File: config.mk
export PLATFORM = sky130hd
export DESIGN_NAME = sexpr_token_scanner_top
export DESIGN_NICKNAME = d
export VERILOG_FILES = /design/src/hw/rtl/sts_pkg.sv /design/src/hw/rtl/sts_front.sv /design/src/hw/rtl/sts_queue.sv /design/src/hw/rtl/sts_back.sv /design/src/hw/rtl/sexpr_token_scanner_top.sv
export SDC_FILE = /design/constraint.sdc
export NUM_CORES = 1
export LEC_CHECK = 0
export ABC_CLOCK_PERIOD_IN_PS = 14200
export BUFFER_PORTS_ARGS = -buffer_cell sky130_fd_sc_hd__clkbuf_2
export CORE_MARGIN = 1.5
export CORE_UTILIZATION = 58
export CTS_CLUSTER_DIAMETER = 120
export DETAILED_ROUTE_END_ITERATION = 10
export GPL_TIMING_DRIVEN = 0
export MAX_ROUTING_LAYER = met4
export PLACE_DENSITY_LB_ADDON = 0.3
export SLEW_MARGIN = 20
export SYNTH_ARGS = -nofsm -noshare
export SYNTH_HDL_FRONTEND = slang
export SYNTH_HIERARCHICAL = 1
export SYNTH_SLANG_ARGS = --single-unit
File: constraint.sdc
create_clock -name clk -period 14.2 [get_ports clk]
set_input_delay 1.42 -clock clk [delete_from_list [all_inputs] [get_ports clk]]
set_output_delay 1.42 -clock clk [all_outputs]
set_load 0.1 [all_outputs]
File: src/hw/rtl/sts_pkg.sv
`timescale 1ns / 1ps
// ----------------------------------------------------------------------------
// sts_pkg
// Shared types, codes and byte classifiers for the s-expression token scanner.
// ----------------------------------------------------------------------------
package sts_pkg;

    // queue between front and back, in byte results (one or two tokens each)
    localparam int QDEPTH  = 4;                 // power of two
    localparam int QPTR_W  = $clog2(QDEPTH);
    localparam int QCNT_W  = $clog2(QDEPTH + 1);

    typedef enum logic [3:0] {
        MODE_IDLE    = 4'd0,
        MODE_IDENT   = 4'd1,
        MODE_SIGN    = 4'd2,
        MODE_INT     = 4'd3,
        MODE_DEC     = 4'd4,
        MODE_STR     = 4'd5,
        MODE_STR_ESC = 4'd6,
        MODE_COMMENT = 4'd7,
        MODE_CR_SEEN = 4'd8
    } scan_mode_t;

    localparam logic [3:0] KIND_IDENT   = 4'd0;
    localparam logic [3:0] KIND_INT     = 4'd1;
    localparam logic [3:0] KIND_DEC     = 4'd2;
    localparam logic [3:0] KIND_STR     = 4'd3;
    localparam logic [3:0] KIND_UNTERM  = 4'd4;
    localparam logic [3:0] KIND_LPAREN  = 4'd5;
    localparam logic [3:0] KIND_RPAREN  = 4'd6;
    localparam logic [3:0] KIND_LBRACK  = 4'd7;
    localparam logic [3:0] KIND_RBRACK  = 4'd8;
    localparam logic [3:0] KIND_LBRACE  = 4'd9;
    localparam logic [3:0] KIND_RBRACE  = 4'd10;
    localparam logic [3:0] KIND_UNKNOWN = 4'd11;

    localparam logic [7:0] CH_NUL    = 8'h00;
    localparam logic [7:0] CH_TAB    = 8'h09;
    localparam logic [7:0] CH_LF     = 8'h0A;
    localparam logic [7:0] CH_VT     = 8'h0B;
    localparam logic [7:0] CH_CR     = 8'h0D;
    localparam logic [7:0] CH_SPACE  = 8'h20;
    localparam logic [7:0] CH_QUOTE  = 8'h22;
    localparam logic [7:0] CH_LPAREN = 8'h28;
    localparam logic [7:0] CH_RPAREN = 8'h29;
    localparam logic [7:0] CH_PLUS   = 8'h2B;
    localparam logic [7:0] CH_MINUS  = 8'h2D;
    localparam logic [7:0] CH_DOT    = 8'h2E;
    localparam logic [7:0] CH_SEMI   = 8'h3B;
    localparam logic [7:0] CH_LBRACK = 8'h5B;
    localparam logic [7:0] CH_BSLASH = 8'h5C;
    localparam logic [7:0] CH_RBRACK = 8'h5D;
    localparam logic [7:0] CH_UNDER  = 8'h5F;
    localparam logic [7:0] CH_LBRACE = 8'h7B;
    localparam logic [7:0] CH_RBRACE = 8'h7D;

    typedef struct packed {
        logic [3:0]  kind;
        logic [31:0] start;
        logic [31:0] len;
        logic [31:0] line;
        logic [31:0] col;
    } token_t;

    // everything one byte produced
    typedef struct packed {
        logic   two;
        token_t t0;
        token_t t1;
    } tok_pair_t;

    function automatic logic digit_char(input logic [7:0] c);
        return (c >= 8'h30) && (c <= 8'h39);
    endfunction

    function automatic logic letter_char(input logic [7:0] c);
        return ((c >= 8'h61) && (c <= 8'h7A)) || ((c >= 8'h41) && (c <= 8'h5A));
    endfunction

    function automatic logic is_id_start(input logic [7:0] c);
        return (c == CH_PLUS) || (c == CH_MINUS) || (c == CH_UNDER) || letter_char(c);
    endfunction

    function automatic logic is_id_cont(input logic [7:0] c);
        return is_id_start(c) || digit_char(c);
    endfunction

    // zero when the byte is not a bracket
    function automatic logic [3:0] bracket_kind(input logic [7:0] c);
        logic [3:0] k;
        k = 4'd0;
        case (c)
            CH_LPAREN: k = KIND_LPAREN;
            CH_RPAREN: k = KIND_RPAREN;
            CH_LBRACK: k = KIND_LBRACK;
            CH_RBRACK: k = KIND_RBRACK;
            CH_LBRACE: k = KIND_LBRACE;
            CH_RBRACE: k = KIND_RBRACE;
            default:   k = 4'd0;
        endcase
        return k;
    endfunction

endpackage

File: src/hw/rtl/sts_front.sv
`timescale 1ns / 1ps
// ----------------------------------------------------------------------------
// sts_front
// Scan-mode and position tracker: classifies each byte and pushes the
// tokens it finishes into the queue.
// ----------------------------------------------------------------------------
module sts_front
(
    input  logic              clk,
    input  logic              rst_n,
    input  logic              in_valid,
    output logic              in_stall,
    input  logic [7:0]        next_char,
    input  logic              q_full,
    output logic              push,
    output sts_pkg::tok_pair_t push_entry
);
    import sts_pkg::*;

    scan_mode_t  mode_reg, mode_next;
    logic [31:0] off_reg,  off_next;
    logic [31:0] line_reg, line_next;
    logic [31:0] col_reg,  col_next;
    logic [31:0] tso_reg,  tso_next;
    logic [31:0] tsl_reg,  tsl_next;
    logic [31:0] tsc_reg,  tsc_next;

    logic       accept;
    logic       pend_emit, idle_emit;
    token_t     pend_tok, idle_tok;
    logic       do_adv, do_idle;
    logic [3:0] bk;

    assign in_stall = q_full;
    assign accept   = in_valid && !q_full;
    assign bk       = bracket_kind(next_char);

    always_comb
    begin
        mode_next = mode_reg;
        off_next  = off_reg;
        line_next = line_reg;
        col_next  = col_reg;
        tso_next  = tso_reg;
        tsl_next  = tsl_reg;
        tsc_next  = tsc_reg;
        pend_emit = 1'b0;
        idle_emit = 1'b0;
        do_adv    = 1'b0;
        do_idle   = 1'b0;

        pend_tok.kind  = KIND_IDENT;
        pend_tok.start = tso_reg;
        pend_tok.len   = off_reg - tso_reg;
        pend_tok.line  = tsl_reg;
        pend_tok.col   = tsc_reg;

        idle_tok.kind  = KIND_UNKNOWN;
        idle_tok.start = off_reg;
        idle_tok.len   = 32'd1;
        idle_tok.line  = line_reg;
        idle_tok.col   = col_reg;

        if (mode_reg == MODE_CR_SEEN && next_char == CH_LF)
        begin
            // LF of a CRLF that closed a comment: line already counted
            off_next  = off_reg + 32'd1;
            col_next  = 32'd1;
            mode_next = MODE_IDLE;
        end
        else if (next_char == CH_NUL)
        begin
            unique case (mode_reg)
                MODE_IDENT, MODE_SIGN:
                begin
                    pend_emit     = 1'b1;
                    pend_tok.kind = KIND_IDENT;
                end
                MODE_INT:
                begin
                    pend_emit     = 1'b1;
                    pend_tok.kind = KIND_INT;
                end
                MODE_DEC:
                begin
                    pend_emit     = 1'b1;
                    pend_tok.kind = KIND_DEC;
                end
                MODE_STR, MODE_STR_ESC:
                begin
                    pend_emit     = 1'b1;
                    pend_tok.kind = KIND_UNTERM;
                end
                default:
                begin
                    pend_emit = 1'b0;
                end
            endcase
            mode_next = MODE_IDLE;
            off_next  = 32'd0;
            line_next = 32'd1;
            col_next  = 32'd1;
            tso_next  = 32'd0;
            tsl_next  = 32'd1;
            tsc_next  = 32'd1;
        end
        else
        begin
            unique case (mode_reg)
                MODE_IDENT:
                begin
                    if (is_id_cont(next_char))
                        do_adv = 1'b1;
                    else
                    begin
                        pend_emit     = 1'b1;
                        pend_tok.kind = KIND_IDENT;
                        do_idle       = 1'b1;
                    end
                end
                MODE_SIGN:
                begin
                    if (digit_char(next_char))
                    begin
                        mode_next = MODE_INT;
                        do_adv    = 1'b1;
                    end
                    else if (is_id_cont(next_char))
                    begin
                        mode_next = MODE_IDENT;
                        do_adv    = 1'b1;
                    end
                    else
                    begin
                        pend_emit     = 1'b1;
                        pend_tok.kind = KIND_IDENT;
                        do_idle       = 1'b1;
                    end
                end
                MODE_INT:
                begin
                    if (digit_char(next_char))
                        do_adv = 1'b1;
                    else if (next_char == CH_DOT)
                    begin
                        mode_next = MODE_DEC;
                        do_adv    = 1'b1;
                    end
                    else
                    begin
                        pend_emit     = 1'b1;
                        pend_tok.kind = KIND_INT;
                        do_idle       = 1'b1;
                    end
                end
                MODE_DEC:
                begin
                    if (digit_char(next_char))
                        do_adv = 1'b1;
                    else
                    begin
                        pend_emit     = 1'b1;
                        pend_tok.kind = KIND_DEC;
                        do_idle       = 1'b1;
                    end
                end
                MODE_STR:
                begin
                    if (next_char == CH_QUOTE)
                    begin
                        pend_emit     = 1'b1;
                        pend_tok.kind = KIND_STR;
                        pend_tok.len  = off_reg - tso_reg + 32'd1;
                        mode_next     = MODE_IDLE;
                    end
                    else if (next_char == CH_BSLASH)
                        mode_next = MODE_STR_ESC;
                    do_adv = 1'b1;
                end
                MODE_STR_ESC:
                begin
                    mode_next = MODE_STR;
                    do_adv    = 1'b1;
                end
                MODE_COMMENT:
                begin
                    if (next_char == CH_CR)
                    begin
                        off_next  = off_reg + 32'd1;
                        line_next = line_reg + 32'd1;
                        col_next  = 32'd1;
                        mode_next = MODE_CR_SEEN;
                    end
                    else
                    begin
                        if (next_char == CH_LF)
                            mode_next = MODE_IDLE;
                        do_adv = 1'b1;
                    end
                end
                default:
                begin
                    do_idle = 1'b1;
                end
            endcase

            if (do_idle)
            begin
                mode_next = MODE_IDLE;
                do_adv    = 1'b1;
                if (next_char == CH_SPACE || next_char == CH_TAB ||
                    next_char == CH_VT || next_char == CH_LF)
                begin
                    mode_next = MODE_IDLE;
                end
                else if (next_char == CH_SEMI)
                    mode_next = MODE_COMMENT;
                else if (next_char == CH_QUOTE)
                begin
                    mode_next = MODE_STR;
                    tso_next  = off_reg;
                    tsl_next  = line_reg;
                    tsc_next  = col_reg;
                end
                else if (bk != 4'd0)
                begin
                    idle_emit     = 1'b1;
                    idle_tok.kind = bk;
                end
                else if (is_id_start(next_char) || digit_char(next_char))
                begin
                    if (next_char == CH_PLUS || next_char == CH_MINUS)
                        mode_next = MODE_SIGN;
                    else if (digit_char(next_char))
                        mode_next = MODE_INT;
                    else
                        mode_next = MODE_IDENT;
                    tso_next = off_reg;
                    tsl_next = line_reg;
                    tsc_next = col_reg;
                end
                else
                begin
                    idle_emit     = 1'b1;
                    idle_tok.kind = KIND_UNKNOWN;
                end
            end

            if (do_adv)
            begin
                off_next = off_reg + 32'd1;
                if (next_char == CH_LF)
                begin
                    line_next = line_reg + 32'd1;
                    col_next  = 32'd1;
                end
                else
                    col_next = col_reg + 32'd1;
            end
        end
    end

    assign push          = accept && (pend_emit || idle_emit);
    assign push_entry.two = pend_emit && idle_emit;
    assign push_entry.t0  = pend_emit ? pend_tok : idle_tok;
    assign push_entry.t1  = idle_tok;

    always_ff @(posedge clk or negedge rst_n)
    begin
        if (!rst_n)
        begin
            mode_reg <= MODE_IDLE;
            off_reg  <= 32'd0;
            line_reg <= 32'd1;
            col_reg  <= 32'd1;
            tso_reg  <= 32'd0;
            tsl_reg  <= 32'd1;
            tsc_reg  <= 32'd1;
        end
        else if (accept)
        begin
            mode_reg <= mode_next;
            off_reg  <= off_next;
            line_reg <= line_next;
            col_reg  <= col_next;
            tso_reg  <= tso_next;
            tsl_reg  <= tsl_next;
            tsc_reg  <= tsc_next;
        end
    end

endmodule

File: src/hw/rtl/sts_queue.sv
`timescale 1ns / 1ps
// ----------------------------------------------------------------------------
// sts_queue
// Short FIFO of per-byte token groups between the scanner and output stage.
// ----------------------------------------------------------------------------
module sts_queue
(
    input  logic               clk,
    input  logic               rst_n,
    input  logic               push,
    input  sts_pkg::tok_pair_t push_entry,
    output logic               full,
    input  logic               pop,
    output logic               empty,
    output sts_pkg::tok_pair_t head
);
    import sts_pkg::*;

    tok_pair_t          store [QDEPTH];
    logic [QPTR_W-1:0]  wr_ptr_reg, wr_ptr_next;
    logic [QPTR_W-1:0]  rd_ptr_reg, rd_ptr_next;
    logic [QCNT_W-1:0]  count_reg,  count_next;
    logic               do_push;

    assign full    = (count_reg == QCNT_W'(QDEPTH));
    assign empty   = (count_reg == '0);
    assign do_push = push && !full;
    assign head    = store[rd_ptr_reg];

    always_comb
    begin
        wr_ptr_next = do_push ? wr_ptr_reg + 1'b1 : wr_ptr_reg;
        rd_ptr_next = pop ? rd_ptr_reg + 1'b1 : rd_ptr_reg;
        count_next  = count_reg;
        if (do_push && !pop)
            count_next = count_reg + 1'b1;
        else if (!do_push && pop)
            count_next = count_reg - 1'b1;
    end

    always_ff @(posedge clk)
    begin
        if (do_push)
            store[wr_ptr_reg] <= push_entry;
    end

    always_ff @(posedge clk or negedge rst_n)
    begin
        if (!rst_n)
        begin
            wr_ptr_reg <= '0;
            rd_ptr_reg <= '0;
            count_reg  <= '0;
        end
        else
        begin
            wr_ptr_reg <= wr_ptr_next;
            rd_ptr_reg <= rd_ptr_next;
            count_reg  <= count_next;
        end
    end

    a_no_pop_empty: assert property (@(posedge clk) disable iff (!rst_n)
        !(pop && empty))
        else $error("queue popped while empty");

    a_count_bound: assert property (@(posedge clk) disable iff (!rst_n)
        count_reg <= QCNT_W'(QDEPTH))
        else $error("queue count out of range");

    a_push_grows: assert property (@(posedge clk) disable iff (!rst_n)
        (push && !full && !pop) |=> (count_reg == $past(count_reg) + 1'b1))
        else $error("queue count did not follow push");

    a_ptr_gap: assert property (@(posedge clk) disable iff (!rst_n)
        (count_reg[QPTR_W-1:0] == (wr_ptr_reg - rd_ptr_reg)))
        else $error("queue pointers disagree with count");

endmodule

File: src/hw/rtl/sts_back.sv
`timescale 1ns / 1ps
// ----------------------------------------------------------------------------
// sts_back
// Output stage: splits each token group into single words and holds the
// current word in a register while the receiver stalls.
// ----------------------------------------------------------------------------
module sts_back
(
    input  logic               clk,
    input  logic               rst_n,
    input  logic               q_empty,
    input  sts_pkg::tok_pair_t q_head,
    output logic               q_pop,
    output logic               out_valid,
    input  logic               out_stall,
    output sts_pkg::token_t    out_tok,
    output logic               out_last
);
    import sts_pkg::*;

    logic   sub_reg, sub_next;
    logic   valid_reg, valid_next;
    token_t tok_reg, tok_next;
    logic   last_reg, last_next;
    logic   load;
    logic   sel_last;

    assign load     = !q_empty && (!valid_reg || !out_stall);
    assign sel_last = !q_head.two || sub_reg;
    assign q_pop    = load && sel_last;

    always_comb
    begin
        sub_next   = sub_reg;
        valid_next = valid_reg && out_stall;
        tok_next   = tok_reg;
        last_next  = last_reg;
        if (load)
        begin
            valid_next = 1'b1;
            tok_next   = sub_reg ? q_head.t1 : q_head.t0;
            last_next  = sel_last;
            sub_next   = !sel_last;
        end
    end

    always_ff @(posedge clk or negedge rst_n)
    begin
        if (!rst_n)
        begin
            sub_reg   <= 1'b0;
            valid_reg <= 1'b0;
        end
        else
        begin
            sub_reg   <= sub_next;
            valid_reg <= valid_next;
        end
    end

    always_ff @(posedge clk)
    begin
        tok_reg  <= tok_next;
        last_reg <= last_next;
    end

    assign out_valid = valid_reg;
    assign out_tok   = tok_reg;
    assign out_last  = last_reg;

    a_sub_two: assert property (@(posedge clk) disable iff (!rst_n)
        sub_reg |-> (!q_empty && q_head.two))
        else $error("second word pending without a two-token group");

    a_first_not_last: assert property (@(posedge clk) disable iff (!rst_n)
        (load && !sub_reg && q_head.two) |=> (out_valid && !out_last))
        else $error("first word of a pair marked last");

    a_pop_last: assert property (@(posedge clk) disable iff (!rst_n)
        q_pop |=> out_last)
        else $error("group popped without its last word shown");

endmodule

File: src/hw/rtl/sexpr_token_scanner_top.sv
`timescale 1ns / 1ps
// ----------------------------------------------------------------------------
// sexpr_token_scanner_top
// Streaming s-expression lexer: one source byte in, zero to two tokens out.
// ----------------------------------------------------------------------------
// Input channel: in_valid / in_stall with next_char. Byte 0 ends the source,
// flushes a pending token and returns the counters to offset 0, line 1,
// column 1.
// Output channel: out_valid / out_stall with one token word per transfer;
// last_of_run marks the final token caused by a byte.
// Throughput: one byte per cycle while in_stall is low. A byte that closes a token
// and also forms one (e.g. "abc)") yields two words; the output side moves one
// word per cycle while out_stall is low.
// A token caused by an accepted byte is written into the queue and from there
// into the output register.
// Between scanner and output register sits a 4-deep queue of per-byte token
// groups; when the receiver stalls the output word holds, the queue fills,
// and in_stall rises once four groups are waiting.
// Reset: scan mode idle, counters at offset 0 / line 1 / column 1, queue
// empty, out_valid low.
// ----------------------------------------------------------------------------
module sexpr_token_scanner_top
(
    input  logic        clk,
    input  logic        rst_n,
    input  logic        in_valid,
    output logic        in_stall,
    input  logic [7:0]  next_char,
    output logic        out_valid,
    input  logic        out_stall,
    output logic [3:0]  token_kind,
    output logic [31:0] start_offset,
    output logic [31:0] token_length,
    output logic [31:0] start_line,
    output logic [31:0] start_column,
    output logic        last_of_run
);
    import sts_pkg::*;

    logic      q_full, q_empty, q_push, q_pop;
    tok_pair_t push_entry, q_head;
    token_t    out_tok;

    sts_front u_front
    (
        .clk        (clk),
        .rst_n      (rst_n),
        .in_valid   (in_valid),
        .in_stall   (in_stall),
        .next_char  (next_char),
        .q_full     (q_full),
        .push       (q_push),
        .push_entry (push_entry)
    );

    sts_queue u_queue
    (
        .clk        (clk),
        .rst_n      (rst_n),
        .push       (q_push),
        .push_entry (push_entry),
        .full       (q_full),
        .pop        (q_pop),
        .empty      (q_empty),
        .head       (q_head)
    );

    sts_back u_back
    (
        .clk        (clk),
        .rst_n      (rst_n),
        .q_empty    (q_empty),
        .q_head     (q_head),
        .q_pop      (q_pop),
        .out_valid  (out_valid),
        .out_stall  (out_stall),
        .out_tok    (out_tok),
        .out_last   (last_of_run)
    );

    assign token_kind   = out_tok.kind;
    assign start_offset = out_tok.start;
    assign token_length = out_tok.len;
    assign start_line   = out_tok.line;
    assign start_column = out_tok.col;

endmodule

==> impl_metrics.json, run 1 <==
{
  "hold_viol": 0,
  "place_congestion": 0.919,
  "h-tree-depth": 4,
  "grt_max_degree": 84,
  "power.leakage_nw": 24.7,
  "firstDrtPassIters": 6,
  "rsz0062_at_grt": "false",
  "postRouteAntennaNets": 0,
  "tns_ns": 0,
  "wl_met3_um": 9930,
  "hold_class": "register to register",
  "r2r_cells": 15,
  "vdd_drop_max_mv": 0.235,
  "synth-seq-area-share": 0.696,
  "cts-resized-gates": 0,
  "relSlewSlack": 0.217,
  "setup_viol": 0,
  "drive_gt1_frac": 0.204,
  "critical_path_arrival_ns": 7.05,
  "clock_path_buffers": 3,
  "final_cell_mix": "1193 x edfxtp_1, 530 x nand2_1, 201 x dfrtp_1",
  "fin_worst_skew_ns": 0.0277,
  "yosys_register_bits": 1398,
  "min_period_over_period": 0.465,
  "rows": 116,
  "endpoint_kind": "register",
  "track_usage": 0.267,
  "post-route-util": 0.667,
  "max_flop_register": "u_queue/store",
  "wl_per_cell_um": 24.3,
  "cp_data_required_time_ns": 14.66,
  "avgSynthCellArea_sq_um": 16.4,
  "numPortBuffers": 142,
  "drv_slew": 0,
  "tritoncts": "yes",
  "holdWs_ns": 0.498,
  "cts_made_buffers": 140,
  "drc_errors": 0,
  "synthCells": 3586,
  "insertion_delay_ns": 0.75,
  "reg2reg_from": "u_front/mode_reg[2]$_DFFE_PN0P_",
  "grt_pass1_wl_um": 201000,
  "route.met2.wl_um": 61900,
  "highest-signal-layer": "met4",
  "die_height_um": 322,
  "drt_first_iter_violations": 3665,
  "vias": 33100,
  "path_class": "input pin to register",
  "max_freq_ghz": 0.152,
  "final_common_cell": "edfxtp_1",
  "die-area_sq_um": 103000,
  "grt_pass1_vias": 32700,
  "r2r_end": "u_queue/store[3][180]$_DFFE_PP_",
  "worst_pin_slew_ns": 1.17,
  "hold_start": "u_queue/count_reg[2]$_DFFE_PN0P_",
  "cts.sinks": 1398,
  "die_width_um": 322,
  "yosysUniqueCellTypes": 91,
  "coreArea_sq_um": 100000,
  "synth_ff_type": "edfxtp_1",
  "via_per_inst": 6.11,
  "period_minus_slack_ns": 6.60,
  "status": "completed",
  "p_total_mw": 15.7,
  "largest_reg_flops": 1060,
  "clk_pin_slew_worst_paths_ns": 0.06,
  "cts.root.buffer_cell": "clkbuf_16",
  "crit_fanout": 49,
  "min_to": "u_queue/count_reg[2]$_DFFE_PN0P_",
  "min_path_cells": 1,
  "synth-async-reset-ratio": 0.147,
  "yosysWarnings": 6,
  "antenna_found_initial": 10,
  "worst_setup_path_start_kind": "input pin",
  "hpwl_um": 85000,
  "wirelength_um": 131000,
  "r2r_setup_slack_ns": 8.74,
  "io_pins": 147,
  "met1_length_um": 55900,
  "area_delta_synth_final_pct": 13.7,
  "grt-ovfl-total": 0,
  "synthesis.area_sq_um": 58900,
  "pwr_density_cell_nw_per_um2": 235,
  "holdBufCountCts": 0,
  "drv_cap": 0,
  "start_util": 0.587,
  "cts_setup_buffers": 0,
  "synth-edff-count": 1193,
  "final_net_count": 3986
}
[cell type report]
cell class / instances / area, sq um
timing repair buffer: 174 / 1580
clock buffer: 188 / 3840
clock inverter: 72 / 782
buffer: 218 / 1300
sequential: 1398 / 41000
antenna: 4 / 10.0
inverter: 59 / 221
fill: 6533 / 33400
multi-input combinational: 1941 / 16500
tap: 1357 / 1700
[routing by layer]
metal,track usage,vias to the layer above
li1,-,14600
met1,0.384,16800
met2,0.400,1416
met3,0.0389,240
met4,0.0851,0
met5,-,-
[cells in the mapped netlist, drive strengths merged, types with 40 or more instances]
master	n	area, sq um
o31ai	43	328
mux4	265	6410
buf	127	957
dfrtp	201	5030
mux2	134	1730
ha	40	500
clkbuf	91	342
edfxtp	1193	35800
inv	59	221
a21oi	66	334
nand2	531	2000
nor2	126	489
xor2	43	377
o21ai	235	1180
[cell families after synthesis]
logic type                 count (synthesis)  share of synthesized area
DFF                                     1398                      0.696
and+or+nand+nor                          936                     0.0725
AOI/OAI and AO/OA                        449                     0.0459
muxes                                    402                      0.139
buffers and inverters                    277                     0.0258
xor gates and xnor gates                  80                     0.0119
adders and majority gates                 42                    0.00918
other                                      2                   0.000128
[worst max-delay path by stage]
stage	start	to	slack [ns]	cells past startpoint
final	next_char[4]	u_queue/store[3][180]$_DFFE_PP_	7.60	16
after global routing	next_char[4]	u_queue/store[3][58]$_DFFE_PP_	7.53	16
after CTS	next_char[4]	u_queue/store[3][83]$_DFFE_PP_	7.44	16
after detailed placement	next_char[4]	u_queue/store[3][180]$_DFFE_PP_	6.68	16
after global placement	next_char[3]	u_queue/store[0][74]$_DFFE_PP_	-2.87	14
after floorplan	next_char[1]	u_queue/store[0][0]$_DFFE_PP_	3.47	13
[through the flow]
stage	area (sq um)	std cells	setup WS, ns
after global placement	61400	5115	-2.87
after CTS	66900	5407	7.44
after detailed placement	62300	5147	6.68
after floorplan	59000	3616	3.47
final	66900	5411	7.60
after global routing	66900	5411	7.53
[power by group]
part / switching, mW / internal (mW) / total [mW]
Combinational: 4.27 / 2.04 / 6.31
Clock: 1.54 / 2.14 / 3.68
Sequential: 0.219 / 5.53 / 5.75
[worst max-delay path: stages]
cell and delay, ns:
clkbuf_2 0.14, or4b_4 0.61, or3_1 0.46, nand2_1 0.12
a311o_1 0.36, o31ai_1 0.17, o311ai_2 0.79, clkbuf_2 0.62
clkbuf_1 0.57, a21oi_1 0.28, nor2b_1 0.20, buf_2 0.20
and2_4 0.26, buf_16 0.24, buf_16 0.24, buf_16 0.25
Note: power is estimated with default switching activity, not from simulation.
==> run 2: changes to the inputs <==
- ABC_CLOCK_PERIOD_IN_PS: 14200 -> 5300
- CORE_UTILIZATION: 58 -> 57
- clock period: 14.2 -> 5.3 ns (I/O delays scaled with it)
==> run 2 against run 1 <==
  * Power grew to 2.7 times the previous value
  * Via count shrank 0.21%
  * Wire length shrank 0.62%
  * Global-route usage shrank 0.97 points
  * Core utilization shrank 1.1 points
  * Critical path depth grew 1
==> impl_metrics.json, run 2 (synthesized netlist as in run 1, its figures left out) <==
{
  "area_delta_synth_final_pct": 13.7,
  "h-tree-depth": 4,
  "cpMostUsedCell": "buf_16",
  "start_util": 0.577,
  "worst_setup_path_start_kind": "input pin",
  "clk_pin_slew_worst_paths_ns": 0.06,
  "vias": 33000,
  "endpoint_kind": "register",
  "cp_top_family": "buffers and inverters",
  "die_height_um": 324,
  "tns_ns": 0,
  "relSlewSlack": 0.201,
  "path_class": "input pin to register",
  "final_cells": 5432,
  "grt-ovfl-total": 0,
  "fin_worst_skew_ns": 0.0244,
  "final_common_cell": "edfxtp_1",
  "slowest_stage": "o311ai_2",
  "clock_path_buffers": 3,
  "hold_viol": 0,
  "crit_fanout": 43,
  "fill_cells": 6805,
  "wirelength_um": 131000,
  "cts.sinks": 1398,
  "period_minus_slack_ns": 5.21,
  "drv_cap": 0,
  "track_usage": 0.257,
  "post-route-util": 0.656,
  "pwr_density_cell_nw_per_um2": 629,
  "hold_class": "input pin to register",
  "grt_pass1_wl_um": 199000,
  "place_congestion": 0.899,
  "rows": 117,
  "max_flop_register": "u_queue/store",
  "slowest_delay_ns": 0.79,
  "firstDrtPassIters": 6,
  "postRouteAntennaNets": 0,
  "critical_path_arrival_ns": 5.68,
  "wl_per_cell_um": 24.0,
  "cts.root.buffer_cell": "clkbuf_16",
  "antenna_found_initial": 8,
  "cp_data_required_time_ns": 5.76,
  "min_period_over_period": 0.983,
  "numPortBuffers": 142,
  "worst_pin_slew_ns": 1.19,
  "die-area_sq_um": 105000,
  "insertion_delay_ns": 0.76,
  "via_per_inst": 6.08,
  "drv_slew": 0,
  "grt_max_degree": 83,
  "status": "completed",
  "vdd_drop_max_mv": 0.626,
  "pre_cts_slack_ns": -0.966,
  "cts_made_buffers": 141,
  "regArea_sq_um": 41000,
  "dpl.cell_count": 5158,
  "final_net_count": 3991,
  "setup_ws_ns": 0.0880,
  "path_cells": "clkbuf_2 > or4b_4 > or3_1 > nand2_1 > a311o_1 > o31ai_2 > o311ai_2 > buf_4 > clkbuf_2 > a21oi_2 > nor2b_1 > buf_4 > and2_4 > buf_16 > buf_16 > buf_16 > buf_12",
  "io_pins": 147,
  "drc_errors": 0,
  "grt_pass1_vias": 32400,
  "coreArea_sq_um": 102000,
  "drt_first_iter_violations": 3586,
  "largest_reg_flops": 1060,
  "drive_gt1_frac": 0.203,
  "holdWs_ns": 0.0541,
  "final_cell_mix": "1193 x edfxtp_1, 530 x nand2_1, 201 x dfrtp_1",
  "max_freq_ghz": 0.192,
  "tritoncts": "yes",
  "power.leakage_nw": 24.6,
  "setup_viol": 0,
  "worst-path-buf-inv": 8,
  "die_width_um": 324,
  "rsz0062_at_grt": "false",
  "hpwl_um": 83900,
  "multi_input_area_sq_um": 16600
}
## run 2: cell count changes in the layout (fill, tap and decap cells not counted), sizes merged
cell / change
diode: +7
clkinvlp: +5
clkbuf: -3
inv: -3
and2: +2
buf: +2
clkinv: -1
dlygate4sd3: +1
## run 2: worst register-to-register path: cells and delay by family, from the launching register on
family / cells / cell delay [ns]
AOI/OAI and AO/OA: 3 / 0.74
buffers and inverters: 8 / 2.22
DFF: 1 / 0.35
and+or+nand+nor: 5 / 1.39
## run 2: power breakdown
| group | internal (mW) | total (mW) | switching, mW |
|---|---|---|---|
| combinational | 5.47 | 16.9 | 11.5 |
| sequential | 14.8 | 15.4 | 0.577 |
| clock | 5.68 | 9.78 | 4.09 |
## run 2: repair_timing
| action | 4_1_cts | 5_1_grt |
|---|---|---|
| setup buffers | 1 | 0 |
| endpoints found under the hold margin | 43 | 0 |
| setup endpoints to repair | 109 | 127 |
| pin swaps | 1 | 1 |
| gates resized for setup | 0 | 2 |
| cloned | 1 | 1 |
| hold buffers | 1 | 0 |
## run 2: metrics by stage
step / cell area [sq um] / power (mW)
after floorplan: 59000 / 28.0
after global placement: 61400 / 32.1
after detailed placement: 62300 / 32.5
after CTS: 66900 / 42.3
after global routing: 66900 / 43.8
final: 66900 / 42.1
## run 2: final timing paths
| kind | start | to | slack, ns | depth (start not counted) |
|---|---|---|---|---|
| worst max-delay path | next_char[4] | u_queue/store[3][83]$_DFFE_PP_ | 0.09 | 17 |
| worst min register to register | u_queue/count_reg[2]$_DFFE_PN0P_ | u_queue/count_reg[2]$_DFFE_PN0P_ | 0.51 | 1 |
| min in group asynchronous | rst_n | u_front/tsl_reg[17]$_DFFE_PN0P_ | 0.32 | 2 |
| worst min-delay path | out_stall | u_back/out_valid$_DFF_PN0_ | 0.05 | 3 |
| worst max register to register | u_front/mode_reg[2]$_DFFE_PN0P_ | u_queue/store[3][83]$_DFFE_PP_ | 0.19 | 16 |
| max in group asynchronous | rst_n | u_front/off_reg[12]$_DFFE_PN0P_ | 4.12 | 3 |
## run 2: cell type report
cell class,instances,share of cell area
Sequential cell,1398,0.612
Multi-Input combinational cell,1943,0.247
Clock buffer,186,0.0569
Tap cell,1368,0.0256
Timing Repair Buffer,176,0.0235
Buffer,218,0.0195
Clock inverter,73,0.0115
Inverter,59,0.00331
Antenna cell,11,0.000411
## run 2: routing by layer
layer,wire [um],up-vias,global-route usage,share of wire
li1,-,14600,-,-
met3,9180,199,0.0419,0.070
met4,3140,0,0.0787,0.024
met2,62000,1344,0.386,0.47
met1,56300,16900,0.367,0.43
met5,0,-,-,0
